[config.mk]
export PLATFORM = sky130hd
export DESIGN_NAME = shutter_move_sequencer_flat
export DESIGN_NICKNAME = d
export VERILOG_FILES = /design/src/hw/rtl/sms_pkg.sv /design/src/hw/rtl/sms_if.sv /design/src/hw/rtl/shutter_move_sequencer.sv /design/src/flat_wrapper.sv
export SDC_FILE = /design/constraint.sdc
export NUM_CORES = 1
export LEC_CHECK = 0
export BUFFER_PORTS_ARGS = -buffer_cell sky130_fd_sc_hd__buf_4
export CAP_MARGIN = 20
export CORE_ASPECT_RATIO = 1.25
export CORE_MARGIN = 3
export CORE_UTILIZATION = 46
export CTS_CLUSTER_DIAMETER = 30
export DETAILED_ROUTE_END_ITERATION = 8
export PLACE_DENSITY = 0.66
export SYNTH_ARGS = -nofsm -noshare
export SYNTH_HDL_FRONTEND = slang
export SYNTH_SLANG_ARGS = --single-unit
export TNS_END_PERCENT = 100
[constraint.sdc]
create_clock -name clk -period 4.4 [get_ports clk]
set_input_delay 0.66 -clock clk [delete_from_list [all_inputs] [get_ports clk]]
set_output_delay 0.66 -clock clk [all_outputs]
set_load 0.03 [all_outputs]
[src/hw/rtl/sms_pkg.sv]
// ----------------------------------------------------------------------------
// sms_pkg
// Shared types and constants for the shutter move sequencer.
// ----------------------------------------------------------------------------
package sms_pkg;

	// move phases, encoded as reported on the result channel
	typedef enum logic [2:0] {
		PH_IDLE  = 3'd0,
		PH_WAIT  = 3'd1,
		PH_MOVE  = 3'd2,
		PH_SPIKE = 3'd3,
		PH_CALIB = 3'd4
	} phase_t;

	// configuration register indexes
	localparam int unsigned CFG_IDX_W = 1;
	typedef enum logic [CFG_IDX_W-1:0] {
		CFG_HOLD_TICKS  = 1'b0,
		CFG_SPIKE_TICKS = 1'b1
	} cfg_idx_t;

	localparam int unsigned CFG_DATA_W = 16;
	localparam int unsigned SETTLE_W   = 16;
	localparam int unsigned TRAVEL_W   = 24;

	// reset values
	localparam logic [CFG_DATA_W-1:0] HOLD_RESET   = 16'd5000;
	localparam logic [CFG_DATA_W-1:0] SPIKE_RESET  = 16'd200;
	localparam int unsigned           TRAVEL_RESET = 10000;

endpackage

[src/hw/rtl/sms_if.sv]
// ----------------------------------------------------------------------------
// sms_cmd_if / sms_res_if
// Valid/ready channels for command ticks and sequencer results.
// ----------------------------------------------------------------------------
interface sms_cmd_if;
	logic valid;
	logic ready;
	logic cmd_up;
	logic cmd_down;

	modport source (output valid, output cmd_up, output cmd_down, input ready);
	modport sink   (input valid, input cmd_up, input cmd_down, output ready);
endinterface

interface sms_res_if;
	logic        valid;
	logic        ready;
	logic        relay_up;
	logic        relay_down;
	logic [2:0]  phase;
	logic [23:0] travel_time;
	logic        calib_done;

	modport source (
		output valid, output relay_up, output relay_down, output phase,
		output travel_time, output calib_done, input ready
	);
	modport sink (
		input valid, input relay_up, input relay_down, input phase,
		input travel_time, input calib_done, output ready
	);
endinterface

[src/hw/rtl/shutter_move_sequencer.sv]
// ----------------------------------------------------------------------------
// shutter_move_sequencer
// Relay sequencer for a motorized shutter, one command request per tick.
// ----------------------------------------------------------------------------
// result: valid in the cycle after its command request is accepted
// throughput: one request per cycle while the result side is ready; the state
//   update is a single registered pass (counter increment and compares) and
//   the result register refills in the cycle it is taken
// reset: phase idle, relays off, counters zero, travel time 10000,
//   hold limit 5000, spike filter 200, no result pending
module shutter_move_sequencer
	import sms_pkg::*;
#(
	parameter int unsigned COUNT_WIDTH = 24
) (
	input  logic                  clk,
	input  logic                  arst_n,
	input  logic                  cfg_we,
	input  logic [CFG_IDX_W-1:0]  cfg_index,
	input  logic [CFG_DATA_W-1:0] cfg_data,
	sms_cmd_if.sink               cmd,
	sms_res_if.source             res
);

	localparam logic [COUNT_WIDTH-1:0] CNT_MAX    = {COUNT_WIDTH{1'b1}};
	localparam logic [SETTLE_W-1:0]    SETTLE_MAX = {SETTLE_W{1'b1}};

	// configuration
	logic [CFG_DATA_W-1:0] hold_q;
	logic [CFG_DATA_W-1:0] spike_q;

	// sequencer state
	phase_t                 phase_q, phase_n;
	logic [COUNT_WIDTH-1:0] press_q, press_n, press_inc;
	logic [SETTLE_W-1:0]    settle_q, settle_n;
	logic [COUNT_WIDTH-1:0] travel_q, travel_n;
	logic                   up_q, up_n;
	logic                   down_q, down_n;
	logic                   done_n;

	// result register
	logic                   out_valid_q;
	logic                   out_up_q;
	logic                   out_down_q;
	phase_t                 out_phase_q;
	logic [TRAVEL_W-1:0]    out_travel_q;
	logic                   out_done_q;

	logic in_fire;
	logic none;
	logic single;

	assign cmd.ready = !out_valid_q || res.ready;
	assign in_fire   = cmd.valid && cmd.ready;
	assign none      = !cmd.cmd_up && !cmd.cmd_down;
	assign single    = cmd.cmd_up ^ cmd.cmd_down;
	assign press_inc = (press_q == CNT_MAX) ? press_q : press_q + 1'b1;

	// configuration writes
	always_ff @(posedge clk or negedge arst_n) begin
		if (!arst_n) begin
			hold_q  <= HOLD_RESET;
			spike_q <= SPIKE_RESET;
		end else if (cfg_we) begin
			unique case (cfg_idx_t'(cfg_index))
				CFG_HOLD_TICKS:  hold_q  <= cfg_data;
				CFG_SPIKE_TICKS: spike_q <= cfg_data;
				default: ;
			endcase
		end
	end

	// next phase
	always_comb begin
		phase_n = phase_q;
		unique case (phase_q)
			PH_IDLE: begin
				if (single) phase_n = PH_WAIT;
			end
			PH_WAIT: begin
				// release wins over the hold limit on the same tick
				priority if (none)                             phase_n = PH_MOVE;
				else if (press_inc > COUNT_WIDTH'(hold_q))     phase_n = PH_CALIB;
			end
			PH_MOVE: begin
				if (press_inc >= travel_q || !none) phase_n = PH_SPIKE;
			end
			PH_SPIKE: begin
				if (none && settle_q >= spike_q) phase_n = PH_IDLE;
			end
			PH_CALIB: begin
				if (none) phase_n = PH_SPIKE;
			end
			default: phase_n = PH_IDLE;
		endcase
	end

	// counters, relays and learned travel time
	always_comb begin
		press_n  = press_q;
		settle_n = settle_q;
		travel_n = travel_q;
		up_n     = up_q;
		down_n   = down_q;
		done_n   = 1'b0;
		unique case (phase_q)
			PH_IDLE: begin
				up_n   = cmd.cmd_up & single;
				down_n = cmd.cmd_down & single;
				if (single) press_n = '0;
			end
			PH_WAIT: begin
				press_n = press_inc;
			end
			PH_MOVE: begin
				press_n = press_inc;
				if (press_inc >= travel_q || !none) begin
					up_n     = 1'b0;
					down_n   = 1'b0;
					settle_n = '0;
				end
			end
			PH_SPIKE: begin
				priority if (none && settle_q >= spike_q) settle_n = '0;
				else if (settle_q != SETTLE_MAX)          settle_n = settle_q + 1'b1;
			end
			PH_CALIB: begin
				press_n = press_inc;
				if (none) begin
					travel_n = press_inc;
					done_n   = 1'b1;
					settle_n = '0;
				end
			end
			default: ;
		endcase
	end

	// state update per accepted request
	always_ff @(posedge clk or negedge arst_n) begin
		if (!arst_n) begin
			phase_q  <= PH_IDLE;
			press_q  <= '0;
			settle_q <= '0;
			travel_q <= COUNT_WIDTH'(TRAVEL_RESET);
			up_q     <= 1'b0;
			down_q   <= 1'b0;
		end else if (in_fire) begin
			phase_q  <= phase_n;
			press_q  <= press_n;
			settle_q <= settle_n;
			travel_q <= travel_n;
			up_q     <= up_n;
			down_q   <= down_n;
		end
	end

	// result valid
	always_ff @(posedge clk or negedge arst_n) begin
		if (!arst_n) begin
			out_valid_q <= 1'b0;
		end else if (in_fire) begin
			out_valid_q <= 1'b1;
		end else if (res.ready) begin
			out_valid_q <= 1'b0;
		end
	end

	// result payload
	always_ff @(posedge clk) begin
		if (in_fire) begin
			out_up_q     <= up_n;
			out_down_q   <= down_n;
			out_phase_q  <= phase_n;
			out_travel_q <= TRAVEL_W'(travel_n);
			out_done_q   <= done_n;
		end
	end

	assign res.valid       = out_valid_q;
	assign res.relay_up    = out_up_q;
	assign res.relay_down  = out_down_q;
	assign res.phase       = out_phase_q;
	assign res.travel_time = out_travel_q;
	assign res.calib_done  = out_done_q;

	// relays are never driven against each other
	a_relay_excl: assert property (@(posedge clk) disable iff (!arst_n)
		!(up_q && down_q))
		else $error("both relays driven");

	// a stored travel time is always reported in the spike filter phase
	a_done_phase: assert property (@(posedge clk) disable iff (!arst_n)
		(res.valid && res.calib_done) |-> (res.phase == PH_SPIKE))
		else $error("calibration done outside spike filter");

	// starting a move clears the press counter
	a_move_start: assert property (@(posedge clk) disable iff (!arst_n)
		(in_fire && phase_q == PH_IDLE && single) |=> (press_q == '0 && phase_q == PH_WAIT))
		else $error("move start did not clear press counter");

	// state only advances on an accepted request
	a_state_hold: assert property (@(posedge clk) disable iff (!arst_n)
		!in_fire |=> ($stable(phase_q) && $stable(travel_q)))
		else $error("state changed without a request");

	// a running move drives exactly one relay
	a_move_one: assert property (@(posedge clk) disable iff (!arst_n)
		(res.valid && res.phase == PH_MOVE) |-> (res.relay_up != res.relay_down))
		else $error("move without exactly one relay");

endmodule

[src/flat_wrapper.sv]
// flat-port wrapper written by rule: the top's interface ports become plain ports
module shutter_move_sequencer_flat import sms_pkg::*;
#(
	parameter int unsigned COUNT_WIDTH = 24
)
  (clk, arst_n, cfg_we, cfg_index, cfg_data, cmd_valid, cmd_cmd_up, cmd_cmd_down, cmd_ready, res_valid, res_relay_up, res_relay_down, res_phase, res_travel_time, res_calib_done, res_ready);
  sms_cmd_if cmd_i ();
  sms_res_if res_i ();
  input  logic clk;
  input  logic arst_n;
  input  logic cfg_we;
  input  logic [CFG_IDX_W-1:0] cfg_index;
  input  logic [CFG_DATA_W-1:0] cfg_data;
  input wire logic [$bits(cmd_i.valid)-1:0] cmd_valid;
  input wire logic [$bits(cmd_i.cmd_up)-1:0] cmd_cmd_up;
  input wire logic [$bits(cmd_i.cmd_down)-1:0] cmd_cmd_down;
  output wire logic [$bits(cmd_i.ready)-1:0] cmd_ready;
  output wire logic [$bits(res_i.valid)-1:0] res_valid;
  output wire logic [$bits(res_i.relay_up)-1:0] res_relay_up;
  output wire logic [$bits(res_i.relay_down)-1:0] res_relay_down;
  output wire logic [$bits(res_i.phase)-1:0] res_phase;
  output wire logic [$bits(res_i.travel_time)-1:0] res_travel_time;
  output wire logic [$bits(res_i.calib_done)-1:0] res_calib_done;
  input wire logic [$bits(res_i.ready)-1:0] res_ready;
  assign cmd_i.valid = cmd_valid;
  assign cmd_i.cmd_up = cmd_cmd_up;
  assign cmd_i.cmd_down = cmd_cmd_down;
  assign cmd_ready = cmd_i.ready;
  assign res_valid = res_i.valid;
  assign res_relay_up = res_i.relay_up;
  assign res_relay_down = res_i.relay_down;
  assign res_phase = res_i.phase;
  assign res_travel_time = res_i.travel_time;
  assign res_calib_done = res_i.calib_done;
  assign res_i.ready = res_ready;
  shutter_move_sequencer #(.COUNT_WIDTH(COUNT_WIDTH)) u_core (.clk(clk), .arst_n(arst_n), .cfg_we(cfg_we), .cfg_index(cfg_index), .cfg_data(cfg_data), .cmd(cmd_i), .res(res_i));
endmodule
==> impl_metrics.json <==
{
  "crit_path_end_kind": "flip-flop",
  "cts_sinks": 132,
  "die_area_um2": 18300,
  "async_flop_share_pct": 77.3,
  "antennaDiodeCount": 0,
  "layout_common_cells": "113 x buf_4, 97 x nand2_1, 89 x dfrtp_1, 83 x o21ai_0, 80 x inv_1",
  "numPortBuffers": 55,
  "synth_nets": 882,
  "wl_um": 19100,
  "tightest_slew_ps": 1020,
  "die_h_um": 150,
  "dieWidth_um": 122,
  "numCtsBuffers": 17,
  "final_nets": 988,
  "dp_hpwl_um": 13900,
  "dr.pass1.iters": 8,
  "ant_nets": 0,
  "synth_ff_type": "dfrtp_1",
  "skew_ps": 6.75,
  "area_delta_synth_final_pct": 23.2,
  "maxCapViolations": 0,
  "stdcell_area_um2": 9460,
  "synth-edff-count": 30,
  "max_freq_mhz": 236,
  "period_share_pct": 96.4,
  "synth.avg_cell_area_um2": 9.61,
  "ys_warn_count": 0,
  "grt.total_usage_pct": 21.2,
  "fin_crit_ps": 4240,
  "clock_path_buffers": 2,
  "relSlewSlack_pct": 31.8,
  "rrSetupSlack_ps": 160,
  "initial_core_util_pct": 47.2,
  "crit_required_ps": 4730,
  "route.detailed.drc": 0,
  "htree_num_levels": 4,
  "cp.arrival_ps": 4570,
  "synth_cell_types": 72,
  "routed_via_density": 5.46,
  "ir_worst_vdd_v": 0.000262,
  "routedWlPerCell_um": 16.8,
  "worstPathMaxFanout": 7,
  "critPathKind": "reg2reg",
  "rr_endpoint": "u_core.settle_q[3]",
  "utilization_pct": 58.1,
  "hold_class": "in2async",
  "cts.reportedPaths.clkPinSlew_ps": 60,
  "insertion_delay_ps": 420,
  "finalNonFillerCells": 1134,
  "num_rows": 52,
  "place_area_um2": 8640,
  "antenna_found_initial": 0,
  "cp-start-kind": "flip-flop",
  "hold_viol": 0,
  "run_status": "finished, final reports clean",
  "p_per_area_nw_per_um2": 471,
  "overflow": 0,
  "grt_pass1_vias": 5842,
  "drt_iter0_drc": 452,
  "synthCells": 799,
  "cellLeakagePower_uw": 0.00438,
  "layout_commonest_cell": "buf_4",
  "r2r_start": "u_core.press_q[1]",
  "layout-drive-gt1-share_pct": 24.3,
  "synth.ff_latch_count": 132,
  "worst_r2r_path_depth": 18,
  "seq_area_frac_synth_pct": 45.2,
  "clk_root_buffer_cell": "clkbuf_16",
  "place_congestion": 0.898,
  "placed_cells": 1092,
  "coreArea_um2": 16300,
  "grt_pass1_wl_um": 30200,
  "drv_slew": 0,
  "io_pins": 56,
  "grt_max_degree": 49,
  "syn_area_um2": 7670,
  "cts_tree": "built",
  "setup_viol": 0,
  "vias": 6195
}
[cells in the mapped netlist (all sizes together) (6+ instances only)]
cell type / instances / area [µm²]
a211oi: 6 / 50.1
a21o: 12 / 90.1
mux2: 33 / 372
inv: 81 / 304
xor2: 14 / 123
and3: 10 / 62.6
a31o: 6 / 52.6
a21oi: 40 / 200
nor2: 39 / 146
nand4: 20 / 153
clkbuf: 25 / 93.8
xnor2: 7 / 61.3
nor3: 10 / 66.3
nand2: 97 / 364
nand2b: 10 / 62.6
edfxtp: 30 / 901
o31ai: 12 / 104
a31oi: 6 / 37.5
o21ai: 90 / 450
dfrtp: 89 / 2230
dfstp: 13 / 342
nand3: 22 / 110
ha: 59 / 738
[routing by layer]
metal / global-route usage (%) / up-vias / share of wire, %
met3: 3.95 / 24 / 3.4
met4: 7.40 / 0 / 1.9
met2: 35.7 / 127 / 52
met5: 0 / - / 0
li1: - / 3055 / -
met1: 27.3 / 2989 / 43
[what timing repair did]
action                     CTS  global route
hold buffers                 0             0
setup endpoints to repair    0            16
resized for setup            0            24
buffers inserted             0             8
[power breakdown]
group	internal [µW]	switching, µW	leakage, µW
logic	631	809	0.00253
clock network	880	522	0.000278
registers	1450	162	0.00157
[final cells by class]
cell class              count  area, µm²
repair buffers            117        920
inverters                  82        308
clock inverters            12        138
multi-input cells         555       3920
flip-flops and latches    132       3470
clock buffers              20        437
well taps                 216        270
fillers                  1424       6810
[sequential cells by signal (all words and copies together) (netlist names), 3 cells and up]
name,flops
u_core.settle_q,16
u_core.press_q,24
u_core.hold_q,16
u_core.res.phase,3
u_core.spike_q,16
u_core.travel_q,24
u_core.phase_q,3
u_core.res.travel_time,24
[per-stage QoR]
| stage | setup TNS (ps) | power, µW | hold WS [ps] | setup WS [ps] |
|---|---|---|---|---|
| 5_1_grt | -501 | 4730 | 306 | -93.0 |
| 3_3_place_gp | 0 | 2960 | 475 | 161 |
| 4_1_cts | 0 | 4420 | 288 | 66.0 |
| 2_1_floorplan | 0 | 2450 | 364 | 158 |
| 3_5_place_dp | 0 | 3000 | 482 | 74.8 |
| 6_report | 0 | 4450 | 265 | 156 |
[critical path, stage by stage, from the launching register on]
cell	delay [ps]
dfrtp_1	400
ha_4	170
nand4_4	120
or2_1	300
nor4_4	260
or3_4	190
xor2_1	190
inv_1	70
ha_1	310
nand4_1	180
or3_4	430
or3_4	380
nor4_4	340
nor2_4	70
o31ai_4	240
buf_12	160
buf_4	120
a21oi_1	60
a21oi_1	160
[worst max-delay path by stage]
stage | start | endpoint | slack, ps | cells past startpoint
after floorplan | u_core.press_q[1] | u_core.settle_q[0] | 160 | 18
after global placement | u_core.press_q[6] | u_core.settle_q[0] | 160 | 16
after detailed placement | u_core.press_q[0] | u_core.settle_q[0] | 70 | 17
after CTS | u_core.press_q[6] | u_core.settle_q[0] | 70 | 16
after global routing | u_core.press_q[1] | u_core.settle_q[3] | -90 | 20
final | u_core.press_q[1] | u_core.settle_q[3] | 160 | 18
[logic make-up (layout without fill, tap and decap cells)]
family | Yosys count | count (layout) | share of synthesized area, %
simple gates | 236 | 236 | 15.4
fa+ha+maj | 59 | 59 | 9.62
flops | 132 | 132 | 45.2
buf+inv | 112 | 231 | 5.66
xor+xnor | 22 | 22 | 2.69
compound gates | 203 | 203 | 16.3
mux | 35 | 35 | 5.10
No activity file was read; power rests on OpenSTA's default activity.
